[src/rtl/i2cmw_pkg.sv]
`timescale 1ns / 1ps
// ----------------------------------------------------------------------------
// I2C master write engine package
// Shared types and constants for the write engine, its queues and top level.
// ----------------------------------------------------------------------------
package i2cmw_pkg;

    // Configuration register indexes.
    localparam int CFG_ADDR_W = 2;
    localparam logic [CFG_ADDR_W-1:0] REG_ADDRESS_BYTE = 2'd0;
    localparam logic [CFG_ADDR_W-1:0] REG_PHASE_TICKS  = 2'd1;
    localparam logic [CFG_ADDR_W-1:0] REG_ACK_TRIES    = 2'd2;

    // Reset values of the configuration registers.
    localparam logic [7:0] ADDRESS_BYTE_RST = 8'd120;
    localparam logic [7:0] PHASE_TICKS_RST  = 8'd100;
    localparam logic [7:0] ACK_TRIES_RST    = 8'd19;

    // Bus phases of the engine.
    typedef enum logic [3:0] {
        PH_IDLE     = 4'd0,
        PH_ST_HIGH  = 4'd1,
        PH_ST_SDA0  = 4'd2,
        PH_ST_SCL0  = 4'd3,
        PH_WAIT     = 4'd4,
        PH_BIT_LOW  = 4'd5,
        PH_BIT_HIGH = 4'd6,
        PH_ACK_REL  = 4'd7,
        PH_ACK_POLL = 4'd8,
        PH_ACK_END  = 4'd9,
        PH_SP_A     = 4'd10,
        PH_SP_B     = 4'd11,
        PH_SP_C     = 4'd12
    } phase_t;

    // Which byte of the transaction is on the wire.
    typedef enum logic [1:0] {
        STAGE_ADDR  = 2'd0,
        STAGE_CTRL  = 2'd1,
        STAGE_DATA  = 2'd2,
        STAGE_ABORT = 2'd3
    } stage_t;

    // One tick request.
    typedef struct packed {
        logic       byte_valid;
        logic [7:0] data_byte;
        logic       first_byte;
        logic       last_byte;
        logic       sda_sample;
    } item_t;

    // One tick result.
    typedef struct packed {
        logic scl_level;
        logic sda_level;
        logic sda_drive;
        logic byte_taken;
        logic busy_res;
        logic done_res;
        logic nack_error;
    } result_t;

    // Configuration write request.
    typedef struct packed {
        logic                  we;
        logic [CFG_ADDR_W-1:0] addr;
        logic [7:0]            wdata;
    } cfg_wr_t;

endpackage

[src/rtl/i2c_master_write_engine_unit.sv]
`timescale 1ns / 1ps
// ----------------------------------------------------------------------------
// I2C master write engine
// Tick-driven I2C write sequencer with queued requests and results.
// ----------------------------------------------------------------------------
// Usage:
// Each request is one bus time tick carrying the sampled SDA level and an
// optional byte offer. Requests enter through push/full; a request is taken
// on a clock edge with push high and full low. Results (SCL/SDA levels, SDA
// drive, byte_taken, busy, done and NACK error) leave through empty/pop, one
// result per request, in order.
// The sequencer takes a request from the head of the request queue and writes
// its result into the result queue at the same edge, once that queue has room.
// It handles one request per cycle while the result queue has room, and the
// queues take a push and a pop in the same cycle.
// When pop stays low the result queue fills, the sequencer halts, and then
// the request queue fills and raises full. No request or result is lost.
// Reset clears both queues, puts the bus in idle with both lines high and
// loads the register defaults (address 120, phase 100 ticks, 19 ACK polls).
// Configuration writes through cfg_we/cfg_addr/cfg_wdata take effect at once
// and belong to quiet periods between transactions.
// ----------------------------------------------------------------------------
module i2c_master_write_engine_unit #(
    parameter int QUEUE_DEPTH = 2
) (
    input  logic       clk,
    input  logic       rst_n,
    // Configuration write port
    input  logic       cfg_we,
    input  logic [1:0] cfg_addr,
    input  logic [7:0] cfg_wdata,
    // Request side
    input  logic       push,
    output logic       full,
    input  logic       byte_valid,
    input  logic [7:0] data_byte,
    input  logic       first_byte,
    input  logic       last_byte,
    input  logic       sda_sample,
    // Result side
    output logic       empty,
    input  logic       pop,
    output logic       scl_level,
    output logic       sda_level,
    output logic       sda_drive,
    output logic       byte_taken,
    output logic       busy_res,
    output logic       done_res,
    output logic       nack_error
);

    i2cmw_pkg::item_t   in_item;
    i2cmw_pkg::item_t   q_item;
    i2cmw_pkg::result_t eng_res;
    i2cmw_pkg::result_t out_res;
    i2cmw_pkg::cfg_wr_t cfg;
    logic               q_empty;
    logic               q_pop;
    logic               res_push;
    logic               res_full;

    // Pack the request fields and the configuration write.
    assign in_item.byte_valid = byte_valid;
    assign in_item.data_byte  = data_byte;
    assign in_item.first_byte = first_byte;
    assign in_item.last_byte  = last_byte;
    assign in_item.sda_sample = sda_sample;
    assign cfg.we             = cfg_we;
    assign cfg.addr           = cfg_addr;
    assign cfg.wdata          = cfg_wdata;

    // Front: request queue.
    i2cmw_fifo #(
        .WIDTH ($bits(i2cmw_pkg::item_t)),
        .DEPTH (QUEUE_DEPTH)
    ) u_req_fifo (
        .clk   (clk),
        .rst_n (rst_n),
        .push  (push),
        .wdata (in_item),
        .full  (full),
        .pop   (q_pop),
        .rdata (q_item),
        .empty (q_empty)
    );

    // Middle: bus sequencer.
    i2cmw_engine u_engine (
        .clk        (clk),
        .rst_n      (rst_n),
        .cfg        (cfg),
        .item       (q_item),
        .item_valid (!q_empty),
        .item_pop   (q_pop),
        .res        (eng_res),
        .res_push   (res_push),
        .res_full   (res_full)
    );

    // Result queue.
    i2cmw_fifo #(
        .WIDTH ($bits(i2cmw_pkg::result_t)),
        .DEPTH (QUEUE_DEPTH)
    ) u_res_fifo (
        .clk   (clk),
        .rst_n (rst_n),
        .push  (res_push),
        .wdata (eng_res),
        .full  (res_full),
        .pop   (pop),
        .rdata (out_res),
        .empty (empty)
    );

    // Unpack the result fields.
    assign scl_level  = out_res.scl_level;
    assign sda_level  = out_res.sda_level;
    assign sda_drive  = out_res.sda_drive;
    assign byte_taken = out_res.byte_taken;
    assign busy_res   = out_res.busy_res;
    assign done_res   = out_res.done_res;
    assign nack_error = out_res.nack_error;

endmodule

[src/rtl/i2cmw_fifo.sv]
`timescale 1ns / 1ps
// ----------------------------------------------------------------------------
// I2C write engine queue
// Small register queue with push/full and pop/empty sides.
// ----------------------------------------------------------------------------
module i2cmw_fifo #(
    parameter int WIDTH = 8,
    parameter int DEPTH = 2
) (
    input  logic             clk,
    input  logic             rst_n,
    input  logic             push,
    input  logic [WIDTH-1:0] wdata,
    output logic             full,
    input  logic             pop,
    output logic [WIDTH-1:0] rdata,
    output logic             empty
);

    localparam int PTR_W = (DEPTH > 1) ? $clog2(DEPTH) : 1;
    localparam int CNT_W = $clog2(DEPTH + 1);

    logic [WIDTH-1:0] store_reg [DEPTH];
    logic [PTR_W-1:0] wr_ptr_reg;
    logic [PTR_W-1:0] wr_ptr_next;
    logic [PTR_W-1:0] rd_ptr_reg;
    logic [PTR_W-1:0] rd_ptr_next;
    logic [CNT_W-1:0] count_reg;
    logic [CNT_W-1:0] count_next;
    logic             do_push;
    logic             do_pop;

    // Status and handshake qualification.
    assign full    = (count_reg == CNT_W'(DEPTH));
    assign empty   = (count_reg == '0);
    assign do_push = push && !full;
    assign do_pop  = pop && !empty;
    assign rdata   = store_reg[rd_ptr_reg];

    // Pointer and occupancy update.
    always_comb
    begin
        wr_ptr_next = wr_ptr_reg;
        rd_ptr_next = rd_ptr_reg;
        count_next  = count_reg;
        if (do_push)
        begin
            wr_ptr_next = (wr_ptr_reg == PTR_W'(DEPTH - 1)) ? '0 : wr_ptr_reg + 1'b1;
        end
        if (do_pop)
        begin
            rd_ptr_next = (rd_ptr_reg == PTR_W'(DEPTH - 1)) ? '0 : rd_ptr_reg + 1'b1;
        end
        if (do_push && !do_pop)
        begin
            count_next = count_reg + 1'b1;
        end
        else if (do_pop && !do_push)
        begin
            count_next = count_reg - 1'b1;
        end
    end

    always_ff @(posedge clk or negedge rst_n)
    begin
        if (!rst_n)
        begin
            wr_ptr_reg <= '0;
            rd_ptr_reg <= '0;
            count_reg  <= '0;
        end
        else
        begin
            wr_ptr_reg <= wr_ptr_next;
            rd_ptr_reg <= rd_ptr_next;
            count_reg  <= count_next;
        end
    end

    // Entry storage, no reset needed.
    always_ff @(posedge clk)
    begin
        if (do_push)
        begin
            store_reg[wr_ptr_reg] <= wdata;
        end
    end

    assert property (@(posedge clk) disable iff (!rst_n)
        (do_push && !do_pop) |=> (count_reg == $past(count_reg) + 1'b1))
        else $error("queue count did not grow on a lone push");

    assert property (@(posedge clk) disable iff (!rst_n)
        (do_pop && !do_push) |=> (count_reg == $past(count_reg) - 1'b1))
        else $error("queue count did not shrink on a lone pop");

    assert property (@(posedge clk) disable iff (!rst_n)
        (count_reg <= CNT_W'(DEPTH)))
        else $error("queue count beyond depth");

endmodule

[src/rtl/i2cmw_engine.sv]
`timescale 1ns / 1ps
// ----------------------------------------------------------------------------
// I2C write engine bus sequencer, holding the configuration registers
// Runs one bus tick per cycle while a tick is queued and results have room.
// ----------------------------------------------------------------------------
module i2cmw_engine (
    input  logic               clk,
    input  logic               rst_n,
    input  i2cmw_pkg::cfg_wr_t cfg,
    input  i2cmw_pkg::item_t   item,
    input  logic               item_valid,
    output logic               item_pop,
    output i2cmw_pkg::result_t res,
    output logic               res_push,
    input  logic               res_full
);

    logic [7:0]          address_byte_reg;
    logic [7:0]          phase_ticks_reg;
    logic [7:0]          ack_tries_reg;

    i2cmw_pkg::phase_t   phase_reg;
    i2cmw_pkg::phase_t   phase_next;
    logic [7:0]          tick_reg;
    logic [7:0]          tick_next;
    logic [2:0]          bit_reg;
    logic [2:0]          bit_next;
    logic [7:0]          shift_reg;
    logic [7:0]          shift_next;
    logic [7:0]          poll_reg;
    logic [7:0]          poll_next;
    i2cmw_pkg::stage_t   stage_reg;
    i2cmw_pkg::stage_t   stage_next;
    logic                ending_reg;
    logic                ending_next;
    logic                dropping_reg;
    logic                dropping_next;

    logic                step_en;
    logic                timed;
    logic [7:0]          span;
    logic [7:0]          tries;
    logic [7:0]          poll_inc;
    logic                phase_done;

    // A tick runs when one is queued and the result queue has room.
    assign step_en  = item_valid && !res_full;
    assign item_pop = step_en;
    assign res_push = step_en;

    // A zero phase length or poll count behaves as one.
    assign span       = (phase_ticks_reg == 8'd0) ? 8'd1 : phase_ticks_reg;
    assign tries      = (ack_tries_reg == 8'd0) ? 8'd1 : ack_tries_reg;
    assign poll_inc   = poll_reg + 8'd1;
    assign phase_done = ({1'b0, tick_reg} + 9'd1) >= {1'b0, span};

    // Configuration writes.
    always_ff @(posedge clk or negedge rst_n)
    begin
        if (!rst_n)
        begin
            address_byte_reg <= i2cmw_pkg::ADDRESS_BYTE_RST;
            phase_ticks_reg  <= i2cmw_pkg::PHASE_TICKS_RST;
            ack_tries_reg    <= i2cmw_pkg::ACK_TRIES_RST;
        end
        else if (cfg.we)
        begin
            unique case (cfg.addr)
                i2cmw_pkg::REG_ADDRESS_BYTE: address_byte_reg <= cfg.wdata;
                i2cmw_pkg::REG_PHASE_TICKS:  phase_ticks_reg  <= cfg.wdata;
                i2cmw_pkg::REG_ACK_TRIES:    ack_tries_reg    <= cfg.wdata;
                default: ;
            endcase
        end
    end

    // Line levels of the current phase and the move to the next one.
    always_comb
    begin
        phase_next    = phase_reg;
        tick_next     = tick_reg;
        bit_next      = bit_reg;
        shift_next    = shift_reg;
        poll_next     = poll_reg;
        stage_next    = stage_reg;
        ending_next   = ending_reg;
        dropping_next = dropping_reg;
        timed         = 1'b1;
        res           = '0;
        res.sda_level = 1'b1;
        res.sda_drive = 1'b1;
        res.busy_res  = 1'b1;

        unique case (phase_reg)
            i2cmw_pkg::PH_IDLE:
            begin
                timed         = 1'b0;
                res.scl_level = 1'b1;
                res.busy_res  = 1'b0;
                if (item.byte_valid)
                begin
                    if (dropping_reg)
                    begin
                        res.byte_taken = 1'b1;
                        if (item.last_byte)
                        begin
                            dropping_next = 1'b0;
                        end
                    end
                    else if (item.first_byte)
                    begin
                        shift_next  = address_byte_reg;
                        stage_next  = i2cmw_pkg::STAGE_ADDR;
                        ending_next = 1'b0;
                        bit_next    = '0;
                        poll_next   = '0;
                        tick_next   = '0;
                        phase_next  = i2cmw_pkg::PH_ST_HIGH;
                    end
                    else
                    begin
                        res.byte_taken = 1'b1;
                    end
                end
            end
            i2cmw_pkg::PH_WAIT:
            begin
                timed = 1'b0;
                if (item.byte_valid)
                begin
                    res.byte_taken = 1'b1;
                    shift_next     = item.data_byte;
                    ending_next    = item.last_byte;
                    stage_next     = (stage_reg == i2cmw_pkg::STAGE_ADDR) ?
                                     i2cmw_pkg::STAGE_CTRL : i2cmw_pkg::STAGE_DATA;
                    bit_next       = '0;
                    tick_next      = '0;
                    phase_next     = i2cmw_pkg::PH_BIT_LOW;
                end
            end
            i2cmw_pkg::PH_ST_HIGH:
            begin
                res.scl_level = 1'b1;
            end
            i2cmw_pkg::PH_ST_SDA0:
            begin
                res.scl_level = 1'b1;
                res.sda_level = 1'b0;
            end
            i2cmw_pkg::PH_ST_SCL0:
            begin
                res.sda_level = 1'b0;
            end
            i2cmw_pkg::PH_BIT_LOW:
            begin
                res.sda_level = shift_reg[7];
            end
            i2cmw_pkg::PH_BIT_HIGH:
            begin
                res.scl_level = 1'b1;
                res.sda_level = shift_reg[7];
            end
            i2cmw_pkg::PH_ACK_REL:
            begin
                res.sda_drive = 1'b0;
            end
            i2cmw_pkg::PH_ACK_POLL:
            begin
                res.scl_level = 1'b1;
                res.sda_drive = 1'b0;
            end
            i2cmw_pkg::PH_ACK_END: ;
            i2cmw_pkg::PH_SP_A:
            begin
                res.sda_level = 1'b0;
            end
            i2cmw_pkg::PH_SP_B:
            begin
                res.scl_level = 1'b1;
                res.sda_level = 1'b0;
            end
            default:
            begin
                res.scl_level = 1'b1;
            end
        endcase

        // Timed phases count ticks and advance at the end of the span.
        if (timed)
        begin
            if (phase_done)
            begin
                tick_next = '0;
                unique case (phase_reg)
                    i2cmw_pkg::PH_ST_HIGH: phase_next = i2cmw_pkg::PH_ST_SDA0;
                    i2cmw_pkg::PH_ST_SDA0: phase_next = i2cmw_pkg::PH_ST_SCL0;
                    i2cmw_pkg::PH_ST_SCL0: phase_next = i2cmw_pkg::PH_BIT_LOW;
                    i2cmw_pkg::PH_BIT_LOW: phase_next = i2cmw_pkg::PH_BIT_HIGH;
                    i2cmw_pkg::PH_BIT_HIGH:
                    begin
                        shift_next = {shift_reg[6:0], 1'b0};
                        if (bit_reg == 3'd7)
                        begin
                            bit_next   = '0;
                            phase_next = i2cmw_pkg::PH_ACK_REL;
                        end
                        else
                        begin
                            bit_next   = bit_reg + 3'd1;
                            phase_next = i2cmw_pkg::PH_BIT_LOW;
                        end
                    end
                    i2cmw_pkg::PH_ACK_REL:
                    begin
                        poll_next  = '0;
                        phase_next = i2cmw_pkg::PH_ACK_POLL;
                    end
                    i2cmw_pkg::PH_ACK_POLL:
                    begin
                        if (!item.sda_sample)
                        begin
                            phase_next = i2cmw_pkg::PH_ACK_END;
                        end
                        else
                        begin
                            poll_next = poll_inc;
                            if (poll_inc >= tries)
                            begin
                                stage_next    = i2cmw_pkg::STAGE_ABORT;
                                dropping_next = !ending_reg;
                                phase_next    = i2cmw_pkg::PH_ACK_END;
                            end
                        end
                    end
                    i2cmw_pkg::PH_ACK_END:
                    begin
                        poll_next = '0;
                        if (stage_reg == i2cmw_pkg::STAGE_ABORT || ending_reg)
                        begin
                            phase_next = i2cmw_pkg::PH_SP_A;
                        end
                        else
                        begin
                            phase_next = i2cmw_pkg::PH_WAIT;
                        end
                    end
                    i2cmw_pkg::PH_SP_A: phase_next = i2cmw_pkg::PH_SP_B;
                    i2cmw_pkg::PH_SP_B: phase_next = i2cmw_pkg::PH_SP_C;
                    default:
                    begin
                        // Stop complete: report and return to idle.
                        phase_next     = i2cmw_pkg::PH_IDLE;
                        res.done_res   = 1'b1;
                        res.nack_error = (stage_reg == i2cmw_pkg::STAGE_ABORT);
                        stage_next     = i2cmw_pkg::STAGE_ADDR;
                        ending_next    = 1'b0;
                        bit_next       = '0;
                        poll_next      = '0;
                    end
                endcase
            end
            else
            begin
                tick_next = tick_reg + 8'd1;
            end
        end
    end

    // Sequencer state, updated once per tick.
    always_ff @(posedge clk or negedge rst_n)
    begin
        if (!rst_n)
        begin
            phase_reg    <= i2cmw_pkg::PH_IDLE;
            tick_reg     <= '0;
            bit_reg      <= '0;
            shift_reg    <= '0;
            poll_reg     <= '0;
            stage_reg    <= i2cmw_pkg::STAGE_ADDR;
            ending_reg   <= 1'b0;
            dropping_reg <= 1'b0;
        end
        else if (step_en)
        begin
            phase_reg    <= phase_next;
            tick_reg     <= tick_next;
            bit_reg      <= bit_next;
            shift_reg    <= shift_next;
            poll_reg     <= poll_next;
            stage_reg    <= stage_next;
            ending_reg   <= ending_next;
            dropping_reg <= dropping_next;
        end
    end

    assert property (@(posedge clk) disable iff (!rst_n)
        (step_en && res.done_res) |=> (phase_reg == i2cmw_pkg::PH_IDLE))
        else $error("stop completed but engine did not return to idle");

    assert property (@(posedge clk) disable iff (!rst_n)
        (step_en && res.byte_taken) |->
        (phase_reg == i2cmw_pkg::PH_IDLE || phase_reg == i2cmw_pkg::PH_WAIT))
        else $error("byte taken outside idle or wait phase");

    assert property (@(posedge clk) disable iff (!rst_n)
        (!res.sda_drive) |->
        (phase_reg == i2cmw_pkg::PH_ACK_REL || phase_reg == i2cmw_pkg::PH_ACK_POLL))
        else $error("SDA released outside the acknowledge slot");

    assert property (@(posedge clk) disable iff (!rst_n)
        res.nack_error |-> (res.done_res && stage_reg == i2cmw_pkg::STAGE_ABORT))
        else $error("NACK error reported without an aborted stop");

endmodule

[config.mk]
export PLATFORM = sky130hd
export DESIGN_NAME = i2c_master_write_engine_unit
export DESIGN_NICKNAME = d
export VERILOG_FILES = /design/src/rtl/i2cmw_pkg.sv /design/src/rtl/i2c_master_write_engine_unit.sv /design/src/rtl/i2cmw_fifo.sv /design/src/rtl/i2cmw_engine.sv
export SDC_FILE = /design/constraint.sdc
export NUM_CORES = 1
export LEC_CHECK = 0
export BUFFER_PORTS_ARGS = -buffer_cell sky130_fd_sc_hd__buf_2
export CELL_PAD_IN_SITES_DETAIL_PLACEMENT = 0
export CELL_PAD_IN_SITES_GLOBAL_PLACEMENT = 1
export CORE_ASPECT_RATIO = 0.6
export CORE_MARGIN = 2
export CORE_UTILIZATION = 49
export CTS_CLUSTER_DIAMETER = 120
export CTS_CLUSTER_SIZE = 10
export DETAILED_ROUTE_END_ITERATION = 8
export HOLD_SLACK_MARGIN = 0.02
export MAX_ROUTING_LAYER = met4
export PLACE_DENSITY_LB_ADDON = 0.1
export SLEW_MARGIN = 20
export SYNTH_ARGS = -nofsm -noshare
export SYNTH_HDL_FRONTEND = slang
export SYNTH_SLANG_ARGS = --single-unit
[constraint.sdc]
create_clock -name clk -period 3.6 [get_ports clk]
set_input_delay 0.18 -clock clk [delete_from_list [all_inputs] [get_ports clk]]
set_output_delay 0.18 -clock clk [all_outputs]
set_load 0.005 [all_outputs]
# Yosys cells after proc, flatten, opt, wreduce, memory -nomap -nowiden

Memory sizes are Yosys's and may differ from the RTL's.
Index checks and enable logic that the tools add are counted.

RAM bits: 38
Memories kept: 2
Output and inout bits: 9
Logic and storage cells: 194
Bits of input ports: 27
Bits in registers: 67

Memories:

| memory               | depth | width | read ports | clocked after memory_dff | wr ports | RTL line         | RTL |
|---|---|---|---|---|---|---|---|
| u_req_fifo.store_reg | 2     | 12    | 1          | 0                        | 1        | i2cmw_fifo.sv:23 | `logic [WIDTH-1:0] store_reg [DEPTH];` |
| u_res_fifo.store_reg | 2     | 7     | 1          | 0                        | 1        | i2cmw_fifo.sv:23 |  |

Reductions and logical operators: 41
$lt $le $gt $ge: 2
Eq/ne operators: 22
Mux-type cells: 98
Add/subtract/negate cells: 12

Operators with widths:

| cell                                          | number |
|---|---|
| two-way mux 8 bit                             | 22 |
| one-hot mux 8 bit (2 select lines)            | 3 |
| one-hot mux 4 bit (10 select lines)           | 1 |
| two-way mux 4 bit                             | 9 |
| two-way mux 2 bit                             | 17 |
| two-way mux 1 bit                             | 31 |
| two-way mux 3 bit                             | 7 |
| OR reduction 9 bit                            | 2 |
| adder 8 x 1 -> 8 bit, second input constant   | 2 |
| == test 4 x 3 -> 1 bit, second input constant | 4 |
| == test 4 bit, second input constant          | 4 |
| logical NOT 8 bit                             | 2 |
| inequality test 3 bit, second input constant  | 4 |
| one-hot mux 3 bit (2 select lines)            | 2 |
| OR reduction 10 bit                           | 1 |
| adder 8 x 1 -> 9 bit, second input constant   | 1 |
| greater-or-equal comparator 9 x 8 -> 1 bit    | 1 |
| logical AND 1 bit                             | 9 |
| logical NOT 1 bit                             | 9 |
| == test 2 bit, second input constant          | 4 |
| == test 4 x 2 -> 1 bit, second input constant | 2 |
| greater-or-equal comparator 8 bit             | 1 |
| logical NOT 2 bit                             | 4 |
| one-hot mux 2 bit (2 select lines)            | 2 |
| other kinds (19)                              | 31 |

# Logic depth before layout (Yosys ltp)

Gate-level depths: netlist of the first run.
An unclocked memory read counts as a cell.

Depth in word-level cells: 10
Mapped depth: 13
Gate-level depth less buffers: 11

# Cells and area by module

From an unflattened synthesis of the first run, not the netlist that was laid out.

Cell total of the unflattened synthesis: 456
Area total of the unflattened synthesis: 5401.4 um^2

By module, submodules not included:

| module                       | cells each | area an instance (um^2) | times used | seq. area each (um^2) |
|---|---|---|---|---|
| i2cmw_engine                 | 358        | 3587.2                  | 1          | 1488.9 |
| i2cmw_fifo (u_req_fifo)      | 56         | 1107.3                  | 1          | 820.8 |
| i2cmw_fifo (u_res_fifo)      | 41         | 703.2                   | 1          | 520.5 |
| i2c_master_write_engine_unit | 1          | 3.8                     | 1          | 0.0 |

# Worst setup path before layout of the first run

OpenSTA, ideal clock, no wires.

Kind: reg2reg
Start: register u_engine.tick_reg[0]
End: register u_engine.tick_reg[6]
Path slack: 583 ps
Cell stages (with the launch flop): 14
Clock period less this slack: 3017 ps
Path buffers: 2
Setup time: 82 ps
Data required time: 3518 ps
Data arrival time: 2935 ps
Cells stage by stage: dfrtp_1 -> and3_1 -> and3_1 -> and3_1 -> xor2_1 -> ha_1 -> and3_1 -> nor2b_1 -> or4_1 -> clkbuf_1 -> nor3_2 -> buf_2 -> a21oi_1 -> a31oi_1

Cells in the longest elaborated chain, start to end: 4
Elaborated cells on any way between the ends: 5
Those cells by class: 2 x add/sub; 1 x order compare; 2 x mux

Ends and longest elaborated chain:

| element                                    | RTL line            | RTL |
|---|---|---|
| start: declaration                         | i2cmw_engine.sv:24  | `logic [7:0] tick_reg;` |
| start signal: assignment                   | i2cmw_engine.sv:286 | `tick_reg <= tick_next;` |
| adder 8 x 1 -> 9 bit                       | i2cmw_engine.sv:55  | `assign phase_done = ({1'b0, tick_reg} + 9'd1) >= {1'b0, span};` |
| greater-or-equal comparator 9 x 8 -> 1 bit | i2cmw_engine.sv:55  |  |
| two-way mux 8 bit *                        | i2cmw_engine.sv:191 | `if (phase_done)` |
| two-way mux 8 bit *                        | i2cmw_engine.sv:189 | `if (timed)` |

Mark *: on every way between the ends. The rest lies on a longest branch, timed or not.
A chain may end at the register's enable or synchronous reset.

# Worst setup path after layout of the first run

Start: register u_engine.tick_reg[2]
End: register u_engine.shift_reg[4]

Cells in the longest elaborated chain, start to end: 4

Ends and longest elaborated chain:

| element                                    | RTL line            | RTL |
|---|---|---|
| adder 8 x 1 -> 9 bit                       | i2cmw_engine.sv:55  |  |
| greater-or-equal comparator 9 x 8 -> 1 bit | i2cmw_engine.sv:55  |  |
| two-way mux 8 bit                          | i2cmw_engine.sv:191 |  |
| two-way mux 8 bit                          | i2cmw_engine.sv:189 |  |
| end signal: assignment                     | i2cmw_engine.sv:288 | `shift_reg <= shift_next;` |
| end: declaration                           | i2cmw_engine.sv:28  | `logic [7:0] shift_reg;` |

No other way between the ends.

==> results.sh, run 1 <==
export IMPL_final_hold_viol_count=0
export IMPL_synth_area_per_cell_sq_um=11.2
export IMPL_cpPeakStageDelay_ps=570
export IMPL_async_flop_share=0.638
export IMPL_wire_per_inst_um=18.1
export IMPL_synth_warning_count=0
export IMPL_critical_path_cell_chain="and3_1 -> and3_1 -> and3_1 -> xor2_1 -> ha_1 -> and3_1 -> nor2b_1 -> or4_1 -> o21ai_2 -> a221oi_1 -> a21oi_1"
export IMPL_vias=4001
export IMPL_path_class="reg2reg"
export IMPL_fin_tns_setup_ps=0
export IMPL_ys_seq_area_frac=0.518
export IMPL_vias_per_cell=5.88
export IMPL_rrSetupSlack_ps=170
export IMPL_skew_ps=10.3
export IMPL_path_clk_slew_ps=80
export IMPL_drv_slew=0
export IMPL_n_antenna_cell=0
export IMPL_period_minus_slack_ps=3430
export IMPL_ys_types=57
export IMPL_die_width_um=140
export IMPL_pre_cts_ws_ps=162
export IMPL_fin_crit_sh=0.952
export IMPL_cts_sinks=105
export IMPL_rsz0062_at_grt="no"
export IMPL_start_util=0.510
export IMPL_track_usage=0.225
export IMPL_grt_ovfl_total=0
export IMPL_holdWs_ps=20.8
export IMPL_tightest_slew_ps=1010
export IMPL_cp_endpoint="u_engine.shift_reg[4]"
export IMPL_syn_nets=538
export IMPL_synthFlopType="dfrtp_1"
export IMPL_io_buffers=35
export IMPL_min_path_type="in2reg"
export IMPL_arrival_ps=3710
export IMPL_ios=36
export IMPL_finalNetCount=586
export IMPL_status="complete, no violations"
export IMPL_peakVddDrop_mv=0.326
export IMPL_reg2reg_from="u_engine.tick_reg[2]"
export IMPL_cts_root_buf="clkbuf_16"
export IMPL_cp_max_fo=8
export IMPL_grt_first_pass_wirelength_um=20400
export IMPL_worstHoldStart="byte_valid"
export IMPL_drtIter0Drc=344
export IMPL_netlist_area_sq_um=5460
export IMPL_drcViolationCount=0
export IMPL_clockBufferDepth=2
export IMPL_end_kind="flop"
export IMPL_start_kind="flop"
export IMPL_cp_buffers_inverters=0
export IMPL_setup_ws_ps=173
export IMPL_gp_congestion=0.856
export IMPL_clock_latency_ps=360
export IMPL_first_pass_iters=5
export IMPL_maxCapViolCount=0
export IMPL_setup_violations=0
export IMPL_r2r_end="u_engine.shift_reg[4]"
export IMPL_row_count=29
export IMPL_cpMaxStageDelayCell="or4_1"
export IMPL_reg2reg_depth=11
export IMPL_drt_wl_total_um=12300
export IMPL_syn2layout_area_growth_pct=14.2
export IMPL_fmax_mhz=292
export IMPL_final_antenna_net_count=0
export IMPL_cts_tree="built"
export IMPL_synth_edff_count=38
export IMPL_relSlewSlack=0.321
export IMPL_syn_instance_count=489
export IMPL_die_area_sq_um=12000
export IMPL_ys_ff_latch=105
export IMPL_powerDensity_nw_per_um2=776
export IMPL_drive_gt1_frac=0.208
export IMPL_antenna_found_initial=0
export IMPL_dp_hpwl_um=9020
export IMPL_crit_cells=11
export IMPL_crit_path_start="u_engine.tick_reg[2]"
export IMPL_numCtsBuffers=9
export IMPL_core_area_sq_um=10700
export IMPL_largest_reg_flops=24
export IMPL_cpMostUsedCell="and3_1"
export IMPL_layout_common_cells="dfrtp_1 (57), nand2_1 (42), edfxtp_1 (38)"
export IMPL_htree_levels=3
export IMPL_grt_pass1_vias=3861
export IMPL_postCtsSetupBuffers=0
export IMPL_final_common_cell="dfrtp_1"
export IMPL_fp_dieH_um=85.8
export IMPL_cp_required_ps=3880
export IMPL_leakagePower_nw=2.65
export IMPL_grt_max_degree=38
export IMPL_crit_family="simple AND/OR/NAND/NOR gates"
-- power breakdown --
group	total, W	internal (W)	leakage [nW]	switching [W]
Clock	0.00105	0.000561	0.153	0.000489
Combinational	0.00181	0.000734	1.32	0.00107
Sequential	0.00198	0.00165	1.18	0.000327
Total	0.00483	0.00294	2.65	0.00189
-- per-layer routing --
| layer | share of wire | vias to the layer above | global-route usage | routed length (um) |
|---|---|---|---|---|
| met1 | 0.53 | 1946 | 0.342 | 6560 |
| met4 | 0.011 | 0 | 0.0523 | 137 |
| li1 | - | 1915 | - | - |
| met3 | 0.055 | 15 | 0.0463 | 682 |
| met5 | 0 | - | - | 0 |
| met2 | 0.40 | 125 | 0.310 | 4920 |
-- synthesized netlist by cell type (2+ instances only) --
cell / instances / area, sq um
nor2_1: 22 / 82.6
dfstp_2: 10 / 263
mux2_2: 34 / 383
nor3_1: 12 / 60.1
edfxtp_1: 38 / 1140
xnor2_1: 13 / 114
nand4_1: 2 / 12.5
a21oi_1: 33 / 165
xor2_1: 9 / 78.8
nand2_1: 42 / 158
nor3b_1: 2 / 15.0
inv_1: 26 / 97.6
mux2i_1: 13 / 130
o22ai_1: 5 / 31.3
ha_1: 22 / 275
nor4_1: 3 / 18.8
nor4_2: 2 / 25.0
a221oi_1: 8 / 70.1
nand3_1: 7 / 35.0
a211oi_1: 6 / 45.0
a22o_1: 7 / 61.3
a31oi_1: 3 / 18.8
a21o_1: 2 / 15.0
o2111ai_1: 7 / 61.3
o21ai_1: 5 / 25.0
o21a_1: 4 / 30.0
nand3b_1: 3 / 22.5
o21ai_0: 21 / 105
nand2b_1: 6 / 37.5
and3_1: 11 / 68.8
buf_6: 2 / 22.5
or4_1: 2 / 15.0
clkbuf_1: 13 / 48.8
dfrtp_1: 57 / 1430
o31ai_1: 6 / 45.0
nor2b_1: 7 / 43.8
buf_2: 2 / 10.0
a41o_1: 2 / 20.0
o21ai_2: 2 / 17.5
-- worst min-delay path by stage --
| stage | to | slack [ps] | cells past startpoint |
|---|---|---|---|
| after detailed placement | u_engine.ack_tries_reg[2] | 270 | 1 |
| after global placement | u_engine.ack_tries_reg[2] | 260 | 1 |
| after floorplan | u_engine.ack_tries_reg[2] | -120 | 0 |
| after CTS | u_req_fifo.store_reg[0][11] | 30 | 1 |
| after global routing | u_req_fifo.store_reg[1][11] | 20 | 1 |
| final | u_req_fifo.store_reg[1][11] | 20 | 1 |
-- through the flow --
step,total power [W],cells,util,area (sq um)
after floorplan,0.00323,489,-,5460
after global placement,0.00372,653,0.540,5780
after detailed placement,0.00378,653,0.540,5780
after CTS,0.00485,681,0.581,6220
after global routing,0.00518,681,0.582,6230
final,0.00483,681,0.582,6230
-- logic make-up (layout without fill, tap and decap cells) --
kind of cell,after synthesis,in the layout,share of synthesized area
muxes,47,47,0.0940
buffers and inverters,44,97,0.0335
DFF,105,105,0.518
and+or+nand+nor,128,128,0.121
xor gates and xnor gates,22,22,0.0353
AOI/OAI and AO/OA,121,121,0.147
adders and majority gates,22,22,0.0504
-- worst register-to-register path, delay by kind of cell (launching register included) --
kind | cells | cell delay [ps]
compound gates | 3 | 810
xor+xnor | 1 | 180
fa+ha+maj | 1 | 260
flops | 1 | 430
simple gates | 6 | 1690
-- area by class of cell --
class / instances / area, sq um
repair buffers: 54 / 348
flip-flops and latches: 105 / 2830
inverters: 27 / 101
fillers: 912 / 4470
well taps: 139 / 174
clock buffers: 9 / 225
clock inverters: 7 / 93.8
multi-input cells: 340 / 2460
-- repair_timing --
action / in CTS / in global routing
gates resized for setup: 0 / 1
endpoints found under the setup margin: 0 / 7
hold buffers: 12 / 0
hold endpoints to repair: 44 / 0
(Power assumes the default switching activity.)
==> run 2, diff against run 1 <==
ABC_AREA = 1   (was not set)
CORE_UTILIZATION = 46   (was 49)
==> results.sh, run 2 <==
export IMPL_path_clk_slew_ps=80
export IMPL_dp_hpwl_um=10100
export IMPL_yosysTopAreaCell="dfrtp_1"
export IMPL_cts_tree="built"
export IMPL_fin_crit_sh=0.787
export IMPL_vias_per_cell=5.07
export IMPL_drcViolationCount=0
export IMPL_netlist_area_sq_um=5780
export IMPL_cp_required_ps=3830
export IMPL_holdWs_ps=38.5
export IMPL_peakVddDrop_mv=0.294
export IMPL_dp_cells=905
export IMPL_core_area_sq_um=12200
export IMPL_io_buffers=35
export IMPL_rrSetupSlack_ps=770
export IMPL_cp_max_fo=25
export IMPL_synth_area_per_cell_sq_um=8.03
export IMPL_fp_dieH_um=90.9
export IMPL_grt_max_degree=36
export IMPL_r2r_end="u_engine.poll_reg[4]"
export IMPL_clockBufferDepth=2
export IMPL_period_minus_slack_ps=2830
export IMPL_pre_cts_ws_ps=822
export IMPL_drv_slew=0
export IMPL_worstHoldStart="byte_valid"
export IMPL_syn_instance_count=720
export IMPL_row_count=31
export IMPL_cts_root_buf="clkbuf_16"
export IMPL_reg2reg_from="u_engine.tick_reg[0]"
export IMPL_crit_path_start="u_engine.tick_reg[0]"
export IMPL_tightest_slew_ps=695
export IMPL_synth_most_common_cell="nand2_1"
export IMPL_drtIter0Drc=348
export IMPL_hold_path_end="u_req_fifo.store_reg[1][11]"
export IMPL_finalNetCount=810
export IMPL_drive_gt1_frac=0.117
export IMPL_final_antenna_net_count=0
export IMPL_die_area_sq_um=13500
export IMPL_syn2layout_area_growth_pct=12.5
export IMPL_start_kind="flop"
export IMPL_whs_path_depth=1
export IMPL_synth_edff_count=38
export IMPL_arrival_ps=3070
export IMPL_setup_violations=0
export IMPL_multi_input_area_sq_um=2530
export IMPL_wire_per_inst_um=14.9
export IMPL_async_flop_share=0.638
export IMPL_leakagePower_nw=3.27
export IMPL_numCtsBuffers=9
export IMPL_setup_ws_ps=767
export IMPL_die_width_um=149
export IMPL_end_kind="flop"
export IMPL_synth_warning_count=0
export IMPL_grt_first_pass_wirelength_um=23600
export IMPL_synth_common_cells="nand2_1 (253), inv_1 (82), dfrtp_1 (57)"
export IMPL_path_class="reg2reg"
export IMPL_status="complete, no violations"
export IMPL_maxCapViolCount=0
export IMPL_rsz0062_at_grt="no"
export IMPL_final_hold_viol_count=0
export IMPL_ys_ff_latch=105
export IMPL_htree_levels=3
export IMPL_final_common_cell="nand2_1"
export IMPL_layout_common_cells="nand2_1 (253), inv_1 (82), dfrtp_1 (57)"
export IMPL_clock_latency_ps=350
export IMPL_postCtsSetupBuffers=0
export IMPL_ys_types=42
export IMPL_netlist_area_leader_share=0.247
export IMPL_fmax_mhz=353
export IMPL_vias=4718
export IMPL_ys_seq_area_frac=0.489
export IMPL_first_pass_iters=5
export IMPL_min_path_type="in2reg"
export IMPL_fin_tns_setup_ps=0
export IMPL_antenna_found_initial=0
export IMPL_skew_ps=15.9
export IMPL_finalNonFillerCells=931
export IMPL_drt_wl_total_um=13800
export IMPL_register_area_sq_um=2830
export IMPL_cts_sinks=105
export IMPL_yosys_top_cells_area="dfrtp_1 (25%), edfxtp_1 (20%), nand2_1 (16%), inv_1 (5.3%), ha_1 (4.8%)"
export IMPL_n_antenna_cell=0
export IMPL_synthFlopType="dfrtp_1"
export IMPL_powerDensity_nw_per_um2=774
export IMPL_relSlewSlack=0.535
export IMPL_fillCellCount=1192
export IMPL_gp_congestion=0.898
export IMPL_ios=36
export IMPL_grt_ovfl_total=0
export IMPL_largest_reg_flops=24
export IMPL_track_usage=0.228
export IMPL_reg2reg_depth=18
export IMPL_syn_nets=769
export IMPL_start_util=0.475
export IMPL_grt_pass1_vias=4599
## run 2: per-stage QoR
stage,util,total power (W),area [sq um]
after floorplan,-,0.00346,5780
after global placement,0.500,0.00399,6090
after detailed placement,0.500,0.00403,6090
after CTS,0.533,0.00506,6490
after global routing,0.534,0.00551,6500
final,0.534,0.00503,6500
## run 2: cell type report
class                   count  share of cell area
flip-flops and latches    105               0.435
clock buffers              10              0.0352
inverters                  89              0.0514
well taps                 165              0.0317
clock inverters             6              0.0119
repair buffers             48              0.0458
multi-input cells         508               0.389
## run 2: worst max path at each step
stage	end	cells after the start
detailed placement	u_engine.poll_reg[4]	18
global placement	u_engine.poll_reg[5]	18
global route	u_engine.poll_reg[0]	18
floorplan	u_engine.phase_reg[3]	16
finish	u_engine.poll_reg[4]	18
CTS	u_engine.poll_reg[4]	18
## run 2: critical path: stages (launching register included)
cell and delay (ps):
dfrtp_1 430, ha_1 250, nand3_2 120, xor2_1 200, inv_1 70, ha_1 300
nand2_1 50, inv_1 60, nand2_1 50, nor2_1 90, nor2_1 50, nand2_1 50
nand2_1 120, nand2_4 260, nand3_1 190, nand2_1 90, nand2_1 140, nand2_1 110
nand2_1 50
## run 2: what timing repair did
action	4_1_cts	5_1_grt
endpoints found under the hold margin	36	2
hold buffers	9	1
resized for setup	0	0
## run 2: cell families after synthesis
logic type | share of synthesized area
flops | 0.489
compound gates | 0.0898
fa+ha+maj | 0.0476
xor+xnor | 0.0212
simple gates | 0.278
buf+inv | 0.0742
## run 2: power by group
group          internal (W)  switching [W]  total [W]
clock network      0.000551       0.000458    0.00101
registers           0.00164       0.000284    0.00192
logic              0.000673        0.00143    0.00210
total               0.00286        0.00217    0.00503
## run 2: per-layer routing
layer	global-route usage	vias to the layer above	routed length [um]
met2	0.308	134	5350
met5	-	-	0
met1	0.353	2159	7620
li1	-	2415	-
met4	0.0349	0	103
met3	0.0505	10	770
